File: src/assert_macros.svh
// shared assertion macros for the splitter
`ifndef ASSERT_MACROS_SVH
`define ASSERT_MACROS_SVH

// property must hold at every clock edge outside reset
`define SQLSS_ASSERT(name, prop, msg) \
  name: assert property (@(posedge clk_i) disable iff (!rst_ni) (prop)) \
    else $error(msg);

// trigger implies the consequence in the next cycle
`define SQLSS_ASSERT_NEXT(name, pre, post, msg) \
  name: assert property (@(posedge clk_i) disable iff (!rst_ni) (pre) |=> (post)) \
    else $error(msg);

`endif

File: src/sqlss_pkg.sv
`timescale 1ns / 1ps

package sqlss_pkg;

  localparam int MaxDelim  = 8;
  localparam int HoldDepth = (MaxDelim > 3) ? MaxDelim : 3;
  localparam int CntW      = $clog2(HoldDepth + 1);

  typedef logic [CntW-1:0] cnt_t;
  typedef logic [HoldDepth-1:0][7:0] win_t;

  typedef enum logic [1:0] {
    CfgDelimBytes = 2'd0,
    CfgDelimLen   = 2'd1,
    CfgCondMode   = 2'd2
  } cfg_idx_e;

  typedef enum logic [1:0] {
    QuoteNone   = 2'd0,
    QuoteSingle = 2'd1,
    QuoteDouble = 2'd2,
    QuoteBack   = 2'd3
  } quote_e;

  typedef struct packed {
    logic [63:0] delim_bytes;
    cnt_t        dlen;
    cnt_t        need;
    logic        cond_mode;
  } cfg_t;

  typedef struct packed {
    quote_e quote;
    logic   block;
    logic   line;
    logic   cond;
    logic   esc;
    logic   nonempty;
  } flags_t;

  typedef struct packed {
    logic [7:0] out_byte;
    logic       byte_valid;
    logic       statement_end;
  } result_t;

  typedef struct packed {
    logic       emit;
    result_t    r1;
    logic       pend_v;
    logic [7:0] pend_byte;
    cnt_t       consume;
    flags_t     flags;
  } dec_t;

endpackage

File: src/sqlss_stream_if.sv
`timescale 1ns / 1ps

interface sqlss_in_if;
  logic       valid;
  logic       ready;
  logic [7:0] in_byte;
  logic       end_of_input;

  modport source (output valid, output in_byte, output end_of_input, input ready);
  modport sink (input valid, input in_byte, input end_of_input, output ready);
endinterface

interface sqlss_out_if;
  logic       valid;
  logic       ready;
  logic [7:0] out_byte;
  logic       byte_valid;
  logic       statement_end;
  logic       last_of_run;

  modport source (
    output valid, output out_byte, output byte_valid, output statement_end,
    output last_of_run, input ready
  );
  modport sink (
    input valid, input out_byte, input byte_valid, input statement_end,
    input last_of_run, output ready
  );
endinterface

File: src/sqlss_cfg.sv
`timescale 1ns / 1ps

module sqlss_cfg (
  input  logic              clk_i,
  input  logic              rst_ni,
  input  logic              cfg_we_i,
  input  logic [1:0]        cfg_idx_i,
  input  logic [63:0]       cfg_data_i,
  output sqlss_pkg::cfg_t   cfg_o
);
  import sqlss_pkg::*;

  logic [63:0] delim_q, delim_d;
  logic [3:0]  len_q, len_d;
  logic        cmode_q, cmode_d;
  logic [3:0]  dl4;
  cnt_t        dl;

  always_comb begin
    delim_d = delim_q;
    len_d   = len_q;
    cmode_d = cmode_q;
    if (cfg_we_i) begin
      case (cfg_idx_i)
        CfgDelimBytes: delim_d = cfg_data_i;
        CfgDelimLen:   len_d   = cfg_data_i[3:0];
        CfgCondMode:   cmode_d = cfg_data_i[0];
        default: ;
      endcase
    end
  end

  always_ff @(posedge clk_i or negedge rst_ni) begin
    if (!rst_ni) begin
      delim_q <= 64'd59;
      len_q   <= 4'd1;
      cmode_q <= 1'b1;
    end else begin
      delim_q <= delim_d;
      len_q   <= len_d;
      cmode_q <= cmode_d;
    end
  end

  // clamp length into 1..MaxDelim
  always_comb begin
    if (len_q == 4'd0) begin
      dl4 = 4'd1;
    end else if (len_q > 4'(MaxDelim)) begin
      dl4 = 4'(MaxDelim);
    end else begin
      dl4 = len_q;
    end
    dl = CntW'(dl4);
    cfg_o.delim_bytes = delim_q;
    cfg_o.dlen        = dl;
    cfg_o.need        = (dl > CntW'(3)) ? dl : CntW'(3);
    cfg_o.cond_mode   = cmode_q;
  end

endmodule

File: src/sqlss_decide.sv
`timescale 1ns / 1ps

module sqlss_decide (
  input  sqlss_pkg::win_t   win_i,
  input  sqlss_pkg::cnt_t   cnt_i,
  input  sqlss_pkg::flags_t flags_i,
  input  sqlss_pkg::cfg_t   cfg_i,
  output sqlss_pkg::dec_t   dec_o
);
  import sqlss_pkg::*;

  localparam logic [7:0] ChHash      = 8'h23;
  localparam logic [7:0] ChDash      = 8'h2d;
  localparam logic [7:0] ChSlash     = 8'h2f;
  localparam logic [7:0] ChStar      = 8'h2a;
  localparam logic [7:0] ChBang      = 8'h21;
  localparam logic [7:0] ChSquote    = 8'h27;
  localparam logic [7:0] ChDquote    = 8'h22;
  localparam logic [7:0] ChBtick     = 8'h60;
  localparam logic [7:0] ChSpace     = 8'h20;
  localparam logic [7:0] ChNewline   = 8'h0a;
  localparam logic [7:0] ChBackslash = 8'h5c;
  localparam logic [7:0] ChCapN      = 8'h4e;

  function automatic quote_e quote_of(input logic [7:0] ch);
    quote_e q;
    case (ch)
      ChSquote: q = QuoteSingle;
      ChDquote: q = QuoteDouble;
      ChBtick:  q = QuoteBack;
      default:  q = QuoteNone;
    endcase
    return q;
  endfunction

  logic [7:0] c;
  logic       has1, has2;
  logic       slash_star, bang, star_slash, dash_dash;
  logic       hit, no_quote, cond;
  quote_e     q;

  always_comb begin
    c          = win_i[0];
    has1       = cnt_i > CntW'(1);
    has2       = cnt_i > CntW'(2);
    slash_star = has1 && c == ChSlash && win_i[1] == ChStar;
    bang       = has2 && win_i[2] == ChBang;
    star_slash = has1 && c == ChStar && win_i[1] == ChSlash;
    dash_dash  = has2 && c == ChDash && win_i[1] == ChDash && win_i[2] == ChSpace;
    no_quote   = flags_i.quote == QuoteNone;
    cond       = flags_i.cond && cfg_i.cond_mode;
    q          = quote_of(c);

    hit = cnt_i >= cfg_i.dlen;
    for (int i = 0; i < MaxDelim; i++) begin
      if (i < int'(cfg_i.dlen) && win_i[i] != cfg_i.delim_bytes[8*i +: 8]) begin
        hit = 1'b0;
      end
    end

    dec_o.emit             = 1'b1;
    dec_o.r1.out_byte      = c;
    dec_o.r1.byte_valid    = 1'b1;
    dec_o.r1.statement_end = 1'b0;
    dec_o.pend_v           = 1'b0;
    dec_o.pend_byte        = c;
    dec_o.consume          = CntW'(1);
    dec_o.flags            = flags_i;

    if (flags_i.esc) begin
      dec_o.flags.esc = 1'b0;
      if (!no_quote || c == ChCapN) begin
        dec_o.r1.out_byte = ChBackslash;
        dec_o.pend_v      = 1'b1;
      end
    end else if (flags_i.line) begin
      if (c == ChNewline) begin
        dec_o.flags.line = 1'b0;
      end
    end else if (!flags_i.block && c == ChBackslash) begin
      dec_o.flags.esc = 1'b1;
      dec_o.emit      = 1'b0;
    end else if (!flags_i.block && !cond && no_quote && hit) begin
      dec_o.r1.out_byte      = 8'h00;
      dec_o.r1.byte_valid    = 1'b0;
      dec_o.r1.statement_end = 1'b1;
      dec_o.consume          = cfg_i.dlen;
      dec_o.flags.nonempty   = 1'b0;
    end else if (!flags_i.block && no_quote && (c == ChHash || dash_dash)) begin
      dec_o.flags.line = 1'b1;
    end else if (no_quote && slash_star && !bang) begin
      dec_o.flags.block = 1'b1;
      dec_o.pend_v      = 1'b1;
      dec_o.pend_byte   = ChStar;
      dec_o.consume     = CntW'(2);
    end else if (cfg_i.cond_mode && !cond && no_quote && slash_star && bang) begin
      dec_o.flags.cond = 1'b1;
    end else if (cond && flags_i.block && star_slash) begin
      dec_o.flags.block = 1'b0;
    end else if (cond && no_quote && star_slash) begin
      dec_o.flags.cond = 1'b0;
    end else if (flags_i.block && star_slash) begin
      dec_o.flags.block = 1'b0;
      dec_o.pend_v      = 1'b1;
      dec_o.pend_byte   = ChSlash;
      dec_o.consume     = CntW'(2);
    end else begin
      if (q != QuoteNone && q == flags_i.quote) begin
        dec_o.flags.quote = QuoteNone;
      end else if (!flags_i.block && no_quote && q != QuoteNone) begin
        dec_o.flags.quote = q;
      end
    end

    if (dec_o.emit && dec_o.r1.byte_valid) begin
      dec_o.flags.nonempty = 1'b1;
    end
  end

endmodule

File: src/sqlss_out_stage.sv
`timescale 1ns / 1ps

module sqlss_out_stage (
  input  logic               clk_i,
  input  logic               rst_ni,
  input  logic               res_valid_i,
  input  sqlss_pkg::result_t res_i,
  input  logic               run_done_i,
  output logic               go_o,
  sqlss_out_if.source        out_o
);
  import sqlss_pkg::*;

  // one-deep staging so the last flag is known before the item leaves
  logic    stg_v_q, stg_v_d;
  logic    stg_final_q, stg_final_d;
  result_t stg_q, stg_d;
  logic    out_v_q, out_v_d;
  result_t out_q, out_d;
  logic    out_last_q, out_last_d;
  logic    out_free, push;

  always_comb begin
    out_free    = !out_v_q || out_o.ready;
    go_o        = out_free || !stg_v_q;
    push        = stg_v_q && out_free && (stg_final_q || res_valid_i);

    stg_v_d     = stg_v_q;
    stg_final_d = stg_final_q;
    stg_d       = stg_q;
    if (res_valid_i) begin
      stg_v_d     = 1'b1;
      stg_final_d = run_done_i;
      stg_d       = res_i;
    end else if (push) begin
      stg_v_d     = 1'b0;
      stg_final_d = 1'b0;
    end else if (run_done_i && stg_v_q) begin
      stg_final_d = 1'b1;
    end

    out_v_d    = out_v_q;
    out_d      = out_q;
    out_last_d = out_last_q;
    if (push) begin
      out_v_d    = 1'b1;
      out_d      = stg_q;
      out_last_d = stg_final_q;
    end else if (out_o.ready) begin
      out_v_d = 1'b0;
    end
  end

  always_ff @(posedge clk_i or negedge rst_ni) begin
    if (!rst_ni) begin
      stg_v_q     <= 1'b0;
      stg_final_q <= 1'b0;
      out_v_q     <= 1'b0;
    end else begin
      stg_v_q     <= stg_v_d;
      stg_final_q <= stg_final_d;
      out_v_q     <= out_v_d;
    end
  end

  always_ff @(posedge clk_i) begin
    stg_q      <= stg_d;
    out_q      <= out_d;
    out_last_q <= out_last_d;
  end

  assign out_o.valid         = out_v_q;
  assign out_o.out_byte      = out_q.out_byte;
  assign out_o.byte_valid    = out_q.byte_valid;
  assign out_o.statement_end = out_q.statement_end;
  assign out_o.last_of_run   = out_last_q;

endmodule

File: src/sql_statement_splitter_unit.sv
// SQL statement splitter: bytes enter on in_i (valid/ready), results leave
// on out_o (valid/ready). Each result carries a passed byte or a statement
// end; last_of_run marks the final result caused by one input item.
// Configuration goes through cfg_we_i/cfg_idx_i/cfg_data_i: index 0 is the
// delimiter bytes, 1 the delimiter length, 2 conditional comment mode.
// With the unit idle, an item waits in the input register and its first
// result then passes the staging and output registers. Throughput: one item
// per cycle while out_o.ready stays high and each item needs at most one
// window decision and yields at most one result. The single decide unit
// makes its window decisions one after another; the second byte of an escape
// pair or of a comment opener or closer goes out on its own. End of input
// adds a step that closes the statement, whether or not an end is sent.
// Reset clears the quote and comment flags and empties the look-ahead window;
// configuration returns to ';', length 1, conditional mode on.
// When the receiver stalls, the output register holds its result and one
// more result waits in the staging register; then the decide unit stops and
// in_i.ready drops once one more item waits in the input register.
`timescale 1ns / 1ps
`include "assert_macros.svh"

module sql_statement_splitter_unit (
  input  logic        clk_i,
  input  logic        rst_ni,
  sqlss_in_if.sink    in_i,
  sqlss_out_if.source out_o,
  input  logic        cfg_we_i,
  input  logic [1:0]  cfg_idx_i,
  input  logic [63:0] cfg_data_i
);
  import sqlss_pkg::*;

  cfg_t       cfg;
  dec_t       dec;
  logic       go;

  logic       in_v_q, in_v_d;
  logic [7:0] in_byte_q, in_byte_d;
  logic       in_eoi_q, in_eoi_d;
  logic       in_take;

  logic       act_q, act_d;
  logic       flush_q, flush_d;
  logic       pend_v_q, pend_v_d;
  logic [7:0] pend_q, pend_d;
  win_t       win_q, win_d;
  cnt_t       cnt_q, cnt_d;
  flags_t     flags_q, flags_d;

  win_t       wv;
  cnt_t       cv;
  cnt_t       cnt_left;
  logic       flushing, do_dec;
  logic       res_v, run_done;
  result_t    res;

  sqlss_cfg u_cfg (
    .clk_i      (clk_i),
    .rst_ni     (rst_ni),
    .cfg_we_i   (cfg_we_i),
    .cfg_idx_i  (cfg_idx_i),
    .cfg_data_i (cfg_data_i),
    .cfg_o      (cfg)
  );

  // window view: held bytes, plus the new byte when an item that is not end of input starts
  always_comb begin
    wv = win_q;
    cv = cnt_q;
    if (!act_q && !in_eoi_q && cnt_q < CntW'(HoldDepth)) begin
      for (int i = 0; i < HoldDepth; i++) begin
        if (CntW'(i) == cnt_q) begin
          wv[i] = in_byte_q;
        end
      end
      cv = cnt_q + CntW'(1);
    end
  end

  sqlss_decide u_decide (
    .win_i   (wv),
    .cnt_i   (cv),
    .flags_i (flags_q),
    .cfg_i   (cfg),
    .dec_o   (dec)
  );

  always_comb begin
    flushing = act_q ? flush_q : in_eoi_q;
    do_dec   = flushing ? (cv != '0) : (cv >= cfg.need);
    cnt_left = cv - dec.consume;

    act_d    = act_q;
    flush_d  = flush_q;
    pend_v_d = pend_v_q;
    pend_d   = pend_q;
    win_d    = win_q;
    cnt_d    = cnt_q;
    flags_d  = flags_q;
    in_take  = 1'b0;
    res_v    = 1'b0;
    res      = '0;
    run_done = 1'b0;

    if (go) begin
      if (pend_v_q) begin
        res_v          = 1'b1;
        res.out_byte   = pend_q;
        res.byte_valid = 1'b1;
        pend_v_d       = 1'b0;
        run_done       = !flush_q && cnt_q < cfg.need;
        act_d          = !run_done;
      end else if (act_q || in_v_q) begin
        in_take = !act_q;
        flush_d = flushing;
        if (do_dec) begin
          res_v    = dec.emit;
          res      = dec.r1;
          flags_d  = dec.flags;
          win_d    = wv >> {dec.consume, 3'b000};
          cnt_d    = cnt_left;
          pend_v_d = dec.pend_v;
          pend_d   = dec.pend_byte;
          run_done = !dec.pend_v && !flushing && cnt_left < cfg.need;
        end else if (flushing) begin
          res_v             = flags_q.nonempty;
          res.statement_end = 1'b1;
          flags_d           = '0;
          win_d             = wv;
          cnt_d             = cv;
          run_done          = 1'b1;
        end else begin
          win_d    = wv;
          cnt_d    = cv;
          run_done = 1'b1;
        end
        act_d = !run_done;
      end
    end

    in_v_d    = in_v_q;
    in_byte_d = in_byte_q;
    in_eoi_d  = in_eoi_q;
    if (in_i.valid && in_i.ready) begin
      in_v_d    = 1'b1;
      in_byte_d = in_i.in_byte;
      in_eoi_d  = in_i.end_of_input;
    end else if (in_take) begin
      in_v_d = 1'b0;
    end
  end

  assign in_i.ready = !in_v_q || in_take;

  always_ff @(posedge clk_i or negedge rst_ni) begin
    if (!rst_ni) begin
      in_v_q   <= 1'b0;
      act_q    <= 1'b0;
      flush_q  <= 1'b0;
      pend_v_q <= 1'b0;
      cnt_q    <= '0;
      flags_q  <= '0;
    end else begin
      in_v_q   <= in_v_d;
      act_q    <= act_d;
      flush_q  <= flush_d;
      pend_v_q <= pend_v_d;
      cnt_q    <= cnt_d;
      flags_q  <= flags_d;
    end
  end

  always_ff @(posedge clk_i) begin
    in_byte_q <= in_byte_d;
    in_eoi_q  <= in_eoi_d;
    pend_q    <= pend_d;
    win_q     <= win_d;
  end

  sqlss_out_stage u_out (
    .clk_i       (clk_i),
    .rst_ni      (rst_ni),
    .res_valid_i (res_v),
    .res_i       (res),
    .run_done_i  (run_done),
    .go_o        (go),
    .out_o       (out_o)
  );

  `SQLSS_ASSERT(a_cnt_bound, cnt_q <= CntW'(HoldDepth), "window count above depth")
  `SQLSS_ASSERT(a_pend_active, !pend_v_q || act_q, "second byte pending outside a run")
  `SQLSS_ASSERT(a_esc_line, !(flags_q.esc && flags_q.line), "escape inside line comment")
  `SQLSS_ASSERT_NEXT(a_take_run, in_take && !run_done, act_q, "started item not kept active")

endmodule
File: src/flat_wrapper.sv
// flat-port wrapper written by rule: the top's interface ports become plain ports
module sql_statement_splitter_unit_flat import sqlss_pkg::*;
  (clk_i, rst_ni, cfg_we_i, cfg_idx_i, cfg_data_i, in_i_valid, in_i_in_byte, in_i_end_of_input, in_i_ready, out_o_valid, out_o_out_byte, out_o_byte_valid, out_o_statement_end, out_o_last_of_run, out_o_ready);
  sqlss_in_if in_i_i ();
  sqlss_out_if out_o_i ();
  input  logic clk_i;
  input  logic rst_ni;
  input  logic cfg_we_i;
  input  logic [1:0] cfg_idx_i;
  input  logic [63:0] cfg_data_i;
  input wire logic [$bits(in_i_i.valid)-1:0] in_i_valid;
  input wire logic [$bits(in_i_i.in_byte)-1:0] in_i_in_byte;
  input wire logic [$bits(in_i_i.end_of_input)-1:0] in_i_end_of_input;
  output wire logic [$bits(in_i_i.ready)-1:0] in_i_ready;
  output wire logic [$bits(out_o_i.valid)-1:0] out_o_valid;
  output wire logic [$bits(out_o_i.out_byte)-1:0] out_o_out_byte;
  output wire logic [$bits(out_o_i.byte_valid)-1:0] out_o_byte_valid;
  output wire logic [$bits(out_o_i.statement_end)-1:0] out_o_statement_end;
  output wire logic [$bits(out_o_i.last_of_run)-1:0] out_o_last_of_run;
  input wire logic [$bits(out_o_i.ready)-1:0] out_o_ready;
  assign in_i_i.valid = in_i_valid;
  assign in_i_i.in_byte = in_i_in_byte;
  assign in_i_i.end_of_input = in_i_end_of_input;
  assign in_i_ready = in_i_i.ready;
  assign out_o_valid = out_o_i.valid;
  assign out_o_out_byte = out_o_i.out_byte;
  assign out_o_byte_valid = out_o_i.byte_valid;
  assign out_o_statement_end = out_o_i.statement_end;
  assign out_o_last_of_run = out_o_i.last_of_run;
  assign out_o_i.ready = out_o_ready;
  sql_statement_splitter_unit u_core (.clk_i(clk_i), .rst_ni(rst_ni), .in_i(in_i_i), .out_o(out_o_i), .cfg_we_i(cfg_we_i), .cfg_idx_i(cfg_idx_i), .cfg_data_i(cfg_data_i));
endmodule
File: config.mk
export PLATFORM = sky130hd
export DESIGN_NAME = sql_statement_splitter_unit_flat
export DESIGN_NICKNAME = d
export VERILOG_FILES = /design/src/sqlss_pkg.sv /design/src/sqlss_stream_if.sv /design/src/sqlss_cfg.sv /design/src/sqlss_decide.sv /design/src/sqlss_out_stage.sv /design/src/sql_statement_splitter_unit.sv /design/src/flat_wrapper.sv
export VERILOG_INCLUDE_DIRS = /design/src /design/src/src
export SDC_FILE = /design/constraint.sdc
export NUM_CORES = 1
export LEC_CHECK = 0
export ABC_AREA = 1
export BUFFER_PORTS_ARGS = -buffer_cell sky130_fd_sc_hd__buf_2
export CAP_MARGIN = 5
export CELL_PAD_IN_SITES_DETAIL_PLACEMENT = 0
export CELL_PAD_IN_SITES_GLOBAL_PLACEMENT = 1
export CORE_ASPECT_RATIO = 2
export CORE_MARGIN = 2
export CORE_UTILIZATION = 25
export DETAILED_ROUTE_END_ITERATION = 12
export PLACE_DENSITY_LB_ADDON = 0.1
export SYNTH_ARGS = -nofsm -noshare
export SYNTH_HDL_FRONTEND = slang
export SYNTH_HIERARCHICAL = 1
export SYNTH_SLANG_ARGS = --single-unit
File: constraint.sdc
create_clock -name clk_i -period 5.7 [get_ports clk_i]
set_input_delay 0 -clock clk_i [delete_from_list [all_inputs] [get_ports clk_i]]
set_output_delay 0 -clock clk_i [all_outputs]
set_load 0.01 [all_outputs]
==> flow_summary.json, run 1 <==
{
  "worstHoldPathType": "in2reg",
  "wl_mm": 58.2,
  "io_pins": 93,
  "first_iter_violations": 856,
  "clkTransAtPathRegs_ps": 80,
  "yosys.cell_count.top_type": "sky130_fd_sc_hd__nand2_1",
  "slew_violations": 0,
  "design.core.area_sq_mm": 0.0518,
  "synth_area_sq_mm": 0.0131,
  "power_density_mw_per_mm2": 547,
  "timing.hold.worst_path_depth": 3,
  "route.antenna.remaining_nets": 0,
  "wire_length_per_cell_after_detailed_routing_um": 21.7,
  "antenna_found_initial": 0,
  "synthCells": 1809,
  "clock_tree.htree_level_count": 4,
  "worst_setup_path_class": "reg2reg",
  "vdd.ir_drop.worst_uv": 330,
  "gp_congestion": 0.905,
  "worst_pin_slew_ps": 1010,
  "worstPathRequired_ps": 6120,
  "period_minus_slack_ps": 5270,
  "synth.top_cells.by_area": "sky130_fd_sc_hd__edfxtp_1 (23%), sky130_fd_sc_hd__nand2_1 (17%), sky130_fd_sc_hd__dfrtp_1 (15%), sky130_fd_sc_hd__nand3_1 (12%), sky130_fd_sc_hd__inv_1 (5.6%)",
  "power.share.combinational": 0.577,
  "clockRootBuffer": "sky130_fd_sc_hd__clkbuf_16",
  "max-cap-violations": 0,
  "globalRoute.totalOverflow": 0,
  "swShare": 0.497,
  "achievable-frequency_mhz": 190,
  "yosysWarningCount": 6,
  "cts_tree": "built",
  "start_kind": "flop",
  "die_w_um": 166,
  "final_setup_violation_count": 0,
  "whs_ps": 21.3,
  "rr_worst_depth": 35,
  "relSlewSlack": 0.330,
  "crit_fanout": 13,
  "cp-end-kind": "flop",
  "reg2reg_setup_slack_ps": 430,
  "regToRegStartpoint": "u_core/cnt_q[1]$_DFFE_PN0P_",
  "insertedDiodeCount": 0,
  "proportion_of_power_drawn_by_flip_flops_and_latches": 0.282,
  "hold-path-endpoint": "u_core/u_cfg/len_q[0]$_DFFE_PN1P_",
  "power.clock.fraction": 0.142,
  "dominantRegCellSynth": "sky130_fd_sc_hd__edfxtp_1",
  "grt_setup_unrepaired": "no",
  "grt_usage": 0.214,
  "post_drt_via_cell_ratio": 4.76,
  "layout_worst_path_cycle_share": 0.924,
  "synth_top_family_by_area": "simple AND/OR/NAND/NOR gates",
  "synth_adder_area_share": 0.0216,
  "port-buffer-count": 92,
  "timing.final.ws_setup_ps": 431,
  "hp-start": "cfg_we_i",
  "pre_cts_slack_ps": 387,
  "power_leakage_nw": 7.73,
  "synth_top_cells_by_count": "sky130_fd_sc_hd__nand2_1 (607), sky130_fd_sc_hd__nand3_1 (319), sky130_fd_sc_hd__inv_1 (195)",
  "synthDominantAreaCellType": "sky130_fd_sc_hd__edfxtp_1",
  "synth_nets": 1911,
  "drc": 0,
  "p_sw_mw": 4.36,
  "clock_sink_count": 189,
  "cell_repeated_most_along_the_worst_path": "sky130_fd_sc_hd__nand2_1",
  "start_util": 0.253,
  "tritoncts_buffers": 17,
  "num_vias": 12700,
  "insertion_delay_ps": 480,
  "complex_gate_fraction_of_the_synthesized_area": 0.0880,
  "synth.mux.area_fraction": 0,
  "ys_seq_elements": 189,
  "via_count_of_the_first_global_routing_pass": 12900,
  "reg2reg_to": "u_core/u_out/stg_final_q$_DFFE_PN0P_",
  "synth_edf_count": 102,
  "critical_path.slowest_cell": "sky130_fd_sc_hd__dfrtp_1",
  "fp.dieArea_sq_mm": 0.0544,
  "ratio_of_cells_with_drive_above_1_in_the_final_layout": 0.170,
  "clk_path_buf_depth": 2,
  "fin_setup_tns_ps": 0,
  "place_hpwl_mm": 45.7,
  "synth_simple_gate_area_share": 0.365,
  "total_area_of_multi_input_combinational_cells_sq_mm": 0.00663,
  "dr.pass1.iters": 6,
  "synth_async_sr_flop_share": 0.460,
  "yosysSeqAreaShare": 0.400,
  "cp_slowest_stage_delay_ps": 480,
  "post_synthesis_to_final_layout_area_growth_pct": 22.1,
  "seq_area_sq_mm": 0.00525,
  "run_status": "finished clean",
  "placement_rows": 118,
  "worst_skew_ps": 13.3,
  "critical_path.top_delay_family": "simple AND/OR/NAND/NOR gates",
  "worstPathBufferInverterCount": 6,
  "power.internal_mw": 4.40,
  "netlist.area_leader.share": 0.234,
  "hold_viol": 0,
  "grt_max_degree": 70,
  "postSynthAreaPerCell_sq_um": 7.25,
  "ys_types": 47,
  "final_nets": 2109,
  "layout.filler_cells": 5660,
  "chipHeight_um": 328,
  "synth_xor_xnor_area_share": 0.0281,
  "grt_pass1_wl_mm": 84.7,
  "critPathArrivalTime_ps": 5690
}
[routing by layer]
| metal | track usage | wire length (um) | part of all wire | vias to the layer above |
|---|---|---|---|---|
| met2 | 0.429 | 32900 | 0.57 | 285 |
| met3 | 0.0177 | 1140 | 0.020 | 112 |
| met5 | 0 | 0 | 0 | - |
| met4 | 0.165 | 5030 | 0.087 | 0 |
| li1 | - | - | - | 6304 |
| met1 | 0.196 | 19100 | 0.33 | 6044 |
[stage by stage]
| stage | std cells | area [sq um] | utilization | power [mW] |
|---|---|---|---|---|
| floorplan | 1809 | 13100 | - | 5.56 |
| CTS | 2679 | 16000 | 0.309 | 8.91 |
| global route | 2680 | 16000 | 0.309 | 9.42 |
| detailed placement | 2568 | 14600 | 0.282 | 7.56 |
| finish | 2680 | 16000 | 0.309 | 8.76 |
| global placement | 2568 | 14600 | 0.282 | 7.56 |
[cells by family after synthesis]
| family | count (synthesis) |
|---|---|
| simple gates | 1090 |
| buf+inv | 292 |
| flops | 189 |
| compound gates | 174 |
| xor+xnor | 42 |
| fa+ha+maj | 22 |
[power by group through the flow]
stage	logic, mW	clock network, mW	registers (mW)
2_1_floorplan	3.13	0	2.43
5_1_grt	5.57	1.33	2.52
4_1_cts	5.13	1.31	2.48
3_3_place_gp	5.07	0	2.50
6_report	5.05	1.24	2.47
3_5_place_dp	5.06	0	2.50
[area by class of cell]
type,count,area share
timing repair buffer,259,0.121
tap,660,0.0516
sequential,189,0.328
inverter,212,0.0497
clock buffer,17,0.0266
clock inverter,15,0.00930
multi-input combinational,1328,0.414
[cell usage in the layout, fill, tap and decap left out, drive strengths merged, types with 8 or more instances in the layout]
| cell | instances |
|---|---|
| nand3 | 327 |
| buf | 180 |
| edfxtp | 102 |
| and2 | 11 |
| ha | 21 |
| nor2 | 96 |
| a21oi | 27 |
| nor3 | 11 |
| nand4 | 21 |
| dlygate4sd3 | 79 |
| xnor2 | 37 |
| clkbuf | 17 |
| nand2 | 616 |
| dfrtp | 80 |
| inv | 217 |
| clkinv | 8 |
| o21ai | 135 |
[tightest hold or removal path: stages]
cell and delay, ps:
sky130_fd_sc_hd__buf_2 120, sky130_fd_sc_hd__nand3_1 220, sky130_fd_sc_hd__o21ai_0 140
[sequential cells by signal (all words and copies together), names as in the netlist]
register                          cells
u_core/u_out/out_o.last_of_run        1
u_core/in_byte_q                      8
u_core/u_out/stg_q                   10
u_core/pend_v_q                       1
u_core/win_q                         64
u_core/pend_q                         8
u_core/u_out/out_o.statement_end      1
u_core/in_v_q                         1
u_core/act_q                          1
u_core/u_out/out_o.out_byte           8
u_core/cnt_q                          4
u_core/u_out/stg_final_q              1
u_core/u_out/stg_v_q                  1
u_core/u_out/out_o.valid              1
u_core/u_cfg/len_q                    4
u_core/u_cfg/delim_q                 64
u_core/flags_q                        7
u_core/in_eoi_q                       1
u_core/u_out/out_o.byte_valid         1
u_core/flush_q                        1
u_core/u_cfg/cmode_q                  1
[timing repair]
action                     4_1_cts  5_1_grt
setup endpoints to repair        0        2
buffers inserted                 0        1
resized for setup                0        2
hold buffers                    79        0
hold endpoints to repair       124        0
[how the worst max path moves through the flow]
stage,startpoint,end,slack [ps],depth (start not counted)
floorplan,u_core/in_eoi_q$_DFFE_PP_,u_core/u_out/stg_final_q$_DFFE_PN0P_,770,37
global route,u_core/in_eoi_q$_DFFE_PP_,u_core/u_out/stg_final_q$_DFFE_PN0P_,20,36
CTS,u_core/in_eoi_q$_DFFE_PP_,u_core/u_out/stg_final_q$_DFFE_PN0P_,330,35
global placement,u_core/in_eoi_q$_DFFE_PP_,u_core/u_out/stg_final_q$_DFFE_PN0P_,420,33
finish,u_core/cnt_q[1]$_DFFE_PN0P_,u_core/u_out/stg_final_q$_DFFE_PN0P_,430,35
detailed placement,u_core/in_eoi_q$_DFFE_PP_,u_core/u_out/stg_final_q$_DFFE_PN0P_,390,35
No activity file was read; power rests on OpenSTA's default activity.
==> run 2, diff against run 1 <==
ABC_AREA = not set   (was 1)
==> run 2 against run 1 <==
Net effect:
- clock power is 3% higher
- flip-flop and latch count stayed put
- global-route usage is 0.84 points lower
- highest routed layer is now met5
==> flow_summary.json, run 2 <==
{
  "run_status": "finished clean",
  "clkTransAtPathRegs_ps": 80,
  "final_common_cell": "sky130_fd_sc_hd__buf_4",
  "layout_worst_path_cycle_share": 0.987,
  "critPathArrivalTime_ps": 6040,
  "chipHeight_um": 321,
  "timing.final.ws_setup_ps": 72.5,
  "dr.pass1.iters": 5,
  "synth_async_sr_flop_share": 0.460,
  "layout.filler_cells": 5075,
  "yosysWarningCount": 6,
  "cts_tree": "built",
  "fp.dieArea_sq_mm": 0.0521,
  "via_count_of_the_first_global_routing_pass": 11500,
  "first_iter_violations": 644,
  "cp_slowest_stage_delay_ps": 460,
  "grt_pass1_wl_mm": 77.5,
  "worst_skew_ps": 14.6,
  "antenna_found_initial": 1,
  "seq_area_sq_mm": 0.00525,
  "worst_pin_slew_ps": 1090,
  "insertedDiodeCount": 0,
  "relSlewSlack": 0.273,
  "power.internal_mw": 5.54,
  "placement_rows": 116,
  "power_leakage_nw": 7.36,
  "route.antenna.remaining_nets": 0,
  "wire_length_per_cell_after_detailed_routing_um": 24.7,
  "start_kind": "flop",
  "swShare": 0.439,
  "yosys.cell_count.top_type": "sky130_fd_sc_hd__edfxtp_1",
  "mostFrequentLayoutCells": "sky130_fd_sc_hd__buf_4 (214), sky130_fd_sc_hd__edfxtp_1 (102), sky130_fd_sc_hd__buf_2 (91)",
  "io_pins": 93,
  "num_vias": 10700,
  "synth_top_cells_by_count": "sky130_fd_sc_hd__edfxtp_1 (102), sky130_fd_sc_hd__inv_1 (81), sky130_fd_sc_hd__dfrtp_1 (80)",
  "gr-max-usage-layer": "met2",
  "vdd.ir_drop.worst_uv": 250,
  "grt_setup_unrepaired": "yes",
  "grt_usage": 0.206,
  "ys_seq_elements": 189,
  "final_nets": 1583,
  "dominantRegCellSynth": "sky130_fd_sc_hd__edfxtp_1",
  "slew_violations": 0,
  "postSynthAreaPerCell_sq_um": 11.1,
  "clock_sink_count": 189,
  "netlist.area_leader.share": 0.244,
  "global_route.usage.met3": 0.0221,
  "worstPathRequired_ps": 6110,
  "synth.top_cells.by_area": "sky130_fd_sc_hd__edfxtp_1 (24%), sky130_fd_sc_hd__dfrtp_1 (16%), sky130_fd_sc_hd__mux2_4 (7.2%), sky130_fd_sc_hd__mux4_2 (5.0%), sky130_fd_sc_hd__mux2i_1 (4.1%)",
  "clock_tree.htree_level_count": 4,
  "post_drt_via_cell_ratio": 5.00,
  "worst_setup_path_class": "reg2reg",
  "power.share.combinational": 0.605,
  "clk_path_buf_depth": 2,
  "synth_nets": 1235,
  "wl_mm": 52.8,
  "clockRootBuffer": "sky130_fd_sc_hd__clkbuf_16",
  "cell_repeated_most_along_the_worst_path": "sky130_fd_sc_hd__ha_4",
  "die_w_um": 162,
  "synth_edf_count": 102,
  "max-cap-violations": 0,
  "grt_max_degree": 60,
  "synth_area_sq_mm": 0.0126,
  "port-buffer-count": 92,
  "gp_congestion": 0.902,
  "power.clock.fraction": 0.129,
  "start_util": 0.252,
  "total_area_of_multi_input_combinational_cells_sq_mm": 0.00707,
  "final_setup_violation_count": 0,
  "tritoncts_buffers": 17,
  "critical_path.top_delay_family": "simple AND/OR/NAND/NOR gates",
  "layout_top_registers": "u_core/u_cfg/delim_q (64), u_core/win_q (64), u_core/u_out/stg_q (10)",
  "pre_cts_slack_ps": -645,
  "post_synthesis_to_final_layout_area_growth_pct": 38.0,
  "ratio_of_cells_with_drive_above_1_in_the_final_layout": 0.398,
  "insertion_delay_ps": 470,
  "met2_usage_in_global_routing": 0.402,
  "ys_types": 83,
  "critical_path.slowest_cell": "sky130_fd_sc_hd__dfrtp_2",
  "proportion_of_power_drawn_by_flip_flops_and_latches": 0.266,
  "whs_ps": 115,
  "place_hpwl_mm": 40.7,
  "p_sw_mw": 4.34,
  "yosysSeqAreaShare": 0.418,
  "crit_fanout": 5,
  "worstPathBufferInverterCount": 4,
  "achievable-frequency_mhz": 178,
  "power_density_mw_per_mm2": 571,
  "drc": 0,
  "hold_viol": 0,
  "period_minus_slack_ps": 5630,
  "cp-end-kind": "flop",
  "design.core.area_sq_mm": 0.0498,
  "globalRoute.totalOverflow": 0,
  "synthDominantAreaCellType": "sky130_fd_sc_hd__edfxtp_1",
  "worstHoldPathType": "in2async",
  "synthCells": 1133,
  "grt_util_met1": 0.201
}
==> run 2: cell types whose count changed in the layout (fill, tap and decap cells not counted), sizes merged, moves of 26 or more <==
cell	previous run	this run
xor2	5	41
a211oi	1	44
buf	180	325
nor2	96	70
mux2i	0	51
nand3	327	17
o21ai	135	26
o22ai	1	30
mux2	0	84
inv	217	93
a21oi	27	59
mux4	0	28
nand2	616	54
==> run 2: layout make-up <==
type,instances,area share
Clock buffer,19,0.0250
Clock inverter,13,0.00882
Inverter,86,0.0192
Multi-Input combinational cell,779,0.409
Sequential cell,189,0.303
Tap cell,649,0.0469
Timing Repair Buffer,408,0.188
==> run 2: per-layer routing <==
layer / vias up / part of all wire / wire length [um]
met5: - / 0.00025 / 13
met1: 5415 / 0.34 / 18200
met3: 87 / 0.023 / 1240
met4: 2 / 0.065 / 3440
met2: 261 / 0.57 / 29900
li1: 4957 / - / -
==> run 2: repair_timing <==
item,4_1_cts,5_1_grt
gates cloned,1,0
hold buffers,82,0
hold endpoints to repair,131,0
gates resized for setup,43,60
endpoints found under the setup margin,7,9
pin swaps,16,31
buffers inserted,9,11
==> run 2: worst paths after layout <==
check,startpoint,to,slack (ps),depth (start not counted)
worst max-delay path,u_core/cnt_q[1]$_DFFE_PN0P_,u_core/u_out/stg_final_q$_DFFE_PN0P_,70,29
worst min-delay path,rst_ni,u_core/u_cfg/delim_q[9]$_DFFE_PN0P_,120,2
worst max register to register,u_core/cnt_q[1]$_DFFE_PN0P_,u_core/u_out/stg_final_q$_DFFE_PN0P_,70,29
worst min register to register,u_core/u_out/stg_q[9]$_DFFE_PP_,u_core/u_out/out_o.out_byte[7]$_DFFE_PP_,430,0
max in group asynchronous,rst_ni,u_core/act_q$_DFFE_PN0P_,4510,3
min in group clk_i,in_i_in_byte[3],u_core/in_byte_q[3]$_DFFE_PP_,240,2
==> run 2: through the flow <==
stage / std cells / TNS [ps] / power (mW) / utilization / instance area (sq um)
3_5_place_dp: 2008 / -1460 / 8.21 / 0.306 / 15200
5_1_grt: 2143 / -353 / 10.5 / 0.348 / 17300
6_report: 2143 / 0 / 9.88 / 0.348 / 17300
3_3_place_gp: 2008 / -1220 / 8.22 / 0.306 / 15200
2_1_floorplan: 1133 / -55.6 / 5.64 / - / 12700
4_1_cts: 2132 / -121 / 9.75 / 0.340 / 16900
==> run 2: logic make-up (layout without fill, tap and decap cells) <==
family,count (synthesis),after routing,synth area share
AND/OR/NAND/NOR,265,265,0.120
AO/OA/AOI/OAI,261,261,0.145
flip-flops,189,189,0.418
buffers and inverters,165,526,0.0634
multiplexers,163,163,0.184
XOR/XNOR,68,68,0.0475
adder cells (fa/ha/maj),22,22,0.0225
==> run 2: power by group through the flow <==
stage	combinational, mW	clock [mW]	sequential [mW]
after detailed placement	5.59	0	2.61
after global placement	5.60	0	2.62
final	5.98	1.28	2.63
after CTS	5.82	1.32	2.61
after global routing	6.42	1.37	2.68
after floorplan	3.13	0	2.51
==> run 3, diff against run 2 <==
CORE_ASPECT_RATIO = not set   (was 2)
==> run 3 against run 2 <==
Net effect:
- count of clock-buffer cells in the layout down 1
- non-clock buffer count up 9
- routed wire length down 9.4%
- combinational power down 3%
- sequential share of layout area down 0.23 points
- global-route usage down 2.1 points
- sequential power about the same
==> flow_summary.json, run 3 (synthesized netlist as in run 2, its figures left out) <==
{
  "die_w_um": 228,
  "globalRoute.totalOverflow": 0,
  "path_depth": 29,
  "cp_slowest_stage_delay_ps": 460,
  "worstHoldPathType": "in2reg",
  "fin_setup_tns_ps": 0,
  "post_synthesis_to_final_layout_area_growth_pct": 39.0,
  "placement_rows": 82,
  "worst_skew_ps": 16.0,
  "critical_path.slowest_cell": "sky130_fd_sc_hd__dfrtp_2",
  "worstPathRequired_ps": 6140,
  "via_count_of_the_first_global_routing_pass": 10900,
  "dr.pass1.iters": 5,
  "ratio_of_cells_with_drive_above_1_in_the_final_layout": 0.405,
  "clk_path_buf_depth": 2,
  "grt_max_degree": 65,
  "clock_sink_count": 189,
  "power.share.combinational": 0.599,
  "max-cap-violations": 0,
  "insertion_delay_ps": 510,
  "clkTransAtPathRegs_ps": 80,
  "wl_mm": 47.9,
  "power_leakage_nw": 7.39,
  "power_density_mw_per_mm2": 554,
  "layout_top_registers": "u_core/u_cfg/delim_q (64), u_core/win_q (64), u_core/u_out/stg_q (10)",
  "worstPathBufferInverterCount": 4,
  "design_power_total_mw": 9.67,
  "tritoncts_buffers": 17,
  "clockRootBuffer": "sky130_fd_sc_hd__clkbuf_16",
  "design.core.area_sq_mm": 0.0499,
  "drc": 0,
  "critical_path.top_delay_family": "simple AND/OR/NAND/NOR gates",
  "first_iter_violations": 792,
  "cp-end-kind": "flop",
  "rr_worst_depth": 29,
  "worst_setup_path_class": "reg2reg",
  "chipHeight_um": 228,
  "proportion_of_power_drawn_by_flip_flops_and_latches": 0.273,
  "antenna_found_initial": 1,
  "final_nets": 1593,
  "post_drt_via_cell_ratio": 4.88,
  "vdd.ir_drop.worst_uv": 245,
  "relSlewSlack": 0.303,
  "clock_tree.htree_level_count": 4,
  "wire_length_per_cell_after_detailed_routing_um": 22.0,
  "port-buffer-count": 92,
  "swShare": 0.433,
  "grt_setup_unrepaired": "yes",
  "period_minus_slack_ps": 5640,
  "route.antenna.remaining_nets": 0,
  "power.internal_mw": 5.48,
  "cts_tree": "built",
  "cell_repeated_most_along_the_worst_path": "sky130_fd_sc_hd__ha_4",
  "grt_pass1_wl_mm": 71.7,
  "slew_violations": 0,
  "mostFrequentLayoutCells": "sky130_fd_sc_hd__buf_4 (221), sky130_fd_sc_hd__edfxtp_1 (102), sky130_fd_sc_hd__buf_2 (91)",
  "crit_fanout": 7,
  "achievable-frequency_mhz": 177,
  "start_kind": "flop",
  "start_util": 0.252,
  "run_status": "finished clean",
  "timing.hold.worst_path_depth": 2,
  "io_pins": 93,
  "hold_viol": 0,
  "grt_usage": 0.185,
  "gp_congestion": 0.816,
  "p_sw_mw": 4.19,
  "power.clock.fraction": 0.128,
  "place_hpwl_mm": 35.7,
  "critPathArrivalTime_ps": 6080,
  "final_common_cell": "sky130_fd_sc_hd__buf_4",
  "final_setup_violation_count": 0,
  "worst_pin_slew_ps": 1050,
  "num_vias": 10600,
  "insertedDiodeCount": 0,
  "fp.dieArea_sq_mm": 0.0520,
  "layout_worst_path_cycle_share": 0.989
}
run 3: routing by layer:
metal	up-vias	share of wire	GRT usage
li1	4979	-	-
met1	5325	0.48	0.264
met2	255	0.45	0.284
met3	55	0.048	0.0319
met4	0	0.023	0.0623
met5	-	0	0
run 3: worst paths after layout:
| kind | startpoint | slack, ps | endpoint |
|---|---|---|---|
| worst max-delay path | u_core/cnt_q[0]$_DFFE_PN0P_ | 60 | u_core/u_out/stg_final_q$_DFFE_PN0P_ |
| worst min-delay path | in_i_in_byte[7] | 210 | u_core/in_byte_q[7]$_DFFE_PP_ |
| worst max register to register | u_core/cnt_q[0]$_DFFE_PN0P_ | 60 | u_core/u_out/stg_final_q$_DFFE_PN0P_ |
| worst min register to register | u_core/u_out/stg_q[5]$_DFFE_PP_ | 420 | u_core/u_out/out_o.out_byte[3]$_DFFE_PP_ |
| max in group asynchronous | rst_ni | 4300 | u_core/act_q$_DFFE_PN0P_ |
| min in group asynchronous | rst_ni | 550 | u_core/u_cfg/delim_q[41]$_DFFE_PN0P_ |
run 3: area by class of cell:
cell class	count	area (sq um)
repair buffers	417	3340
well taps	672	841
clock buffers	18	429
fillers	5093	32400
inverters	86	335
flip-flops and latches	189	5250
clock inverters	14	148
multi-input cells	780	7100
run 3: stage by stage:
stage                     hold WS, ps  utilization  cells  setup WS (ps)  cell area (sq um)
after floorplan                  -296            -   1133          -32.5              12700
after global placement          -9.06        0.307   2039           -305              15300
after detailed placement        -10.3        0.307   2039           -308              15300
after CTS                         180        0.343   2162           2.32              17100
after global routing              199        0.350   2176           -349              17400
final                             212        0.350   2176           61.3              17400
run 3: repair_timing:
action                                 4_1_cts  5_1_grt
gates resized for setup                     57       51
buffers inserted                            10       14
cloned                                       0        1
pin swaps                                   28       29
endpoints found under the hold margin      116        0
hold buffers                                81        0
setup endpoints to repair                    2        3
run 3: power by group through the flow:
| stage | clock [mW] | sequential (mW) | combinational (mW) |
|---|---|---|---|
| floorplan | 0 | 2.51 | 3.13 |
| global placement | 0 | 2.61 | 5.39 |
| detailed placement | 0 | 2.61 | 5.36 |
| CTS | 1.28 | 2.61 | 5.63 |
| global route | 1.33 | 2.69 | 6.31 |
| finish | 1.24 | 2.64 | 5.79 |
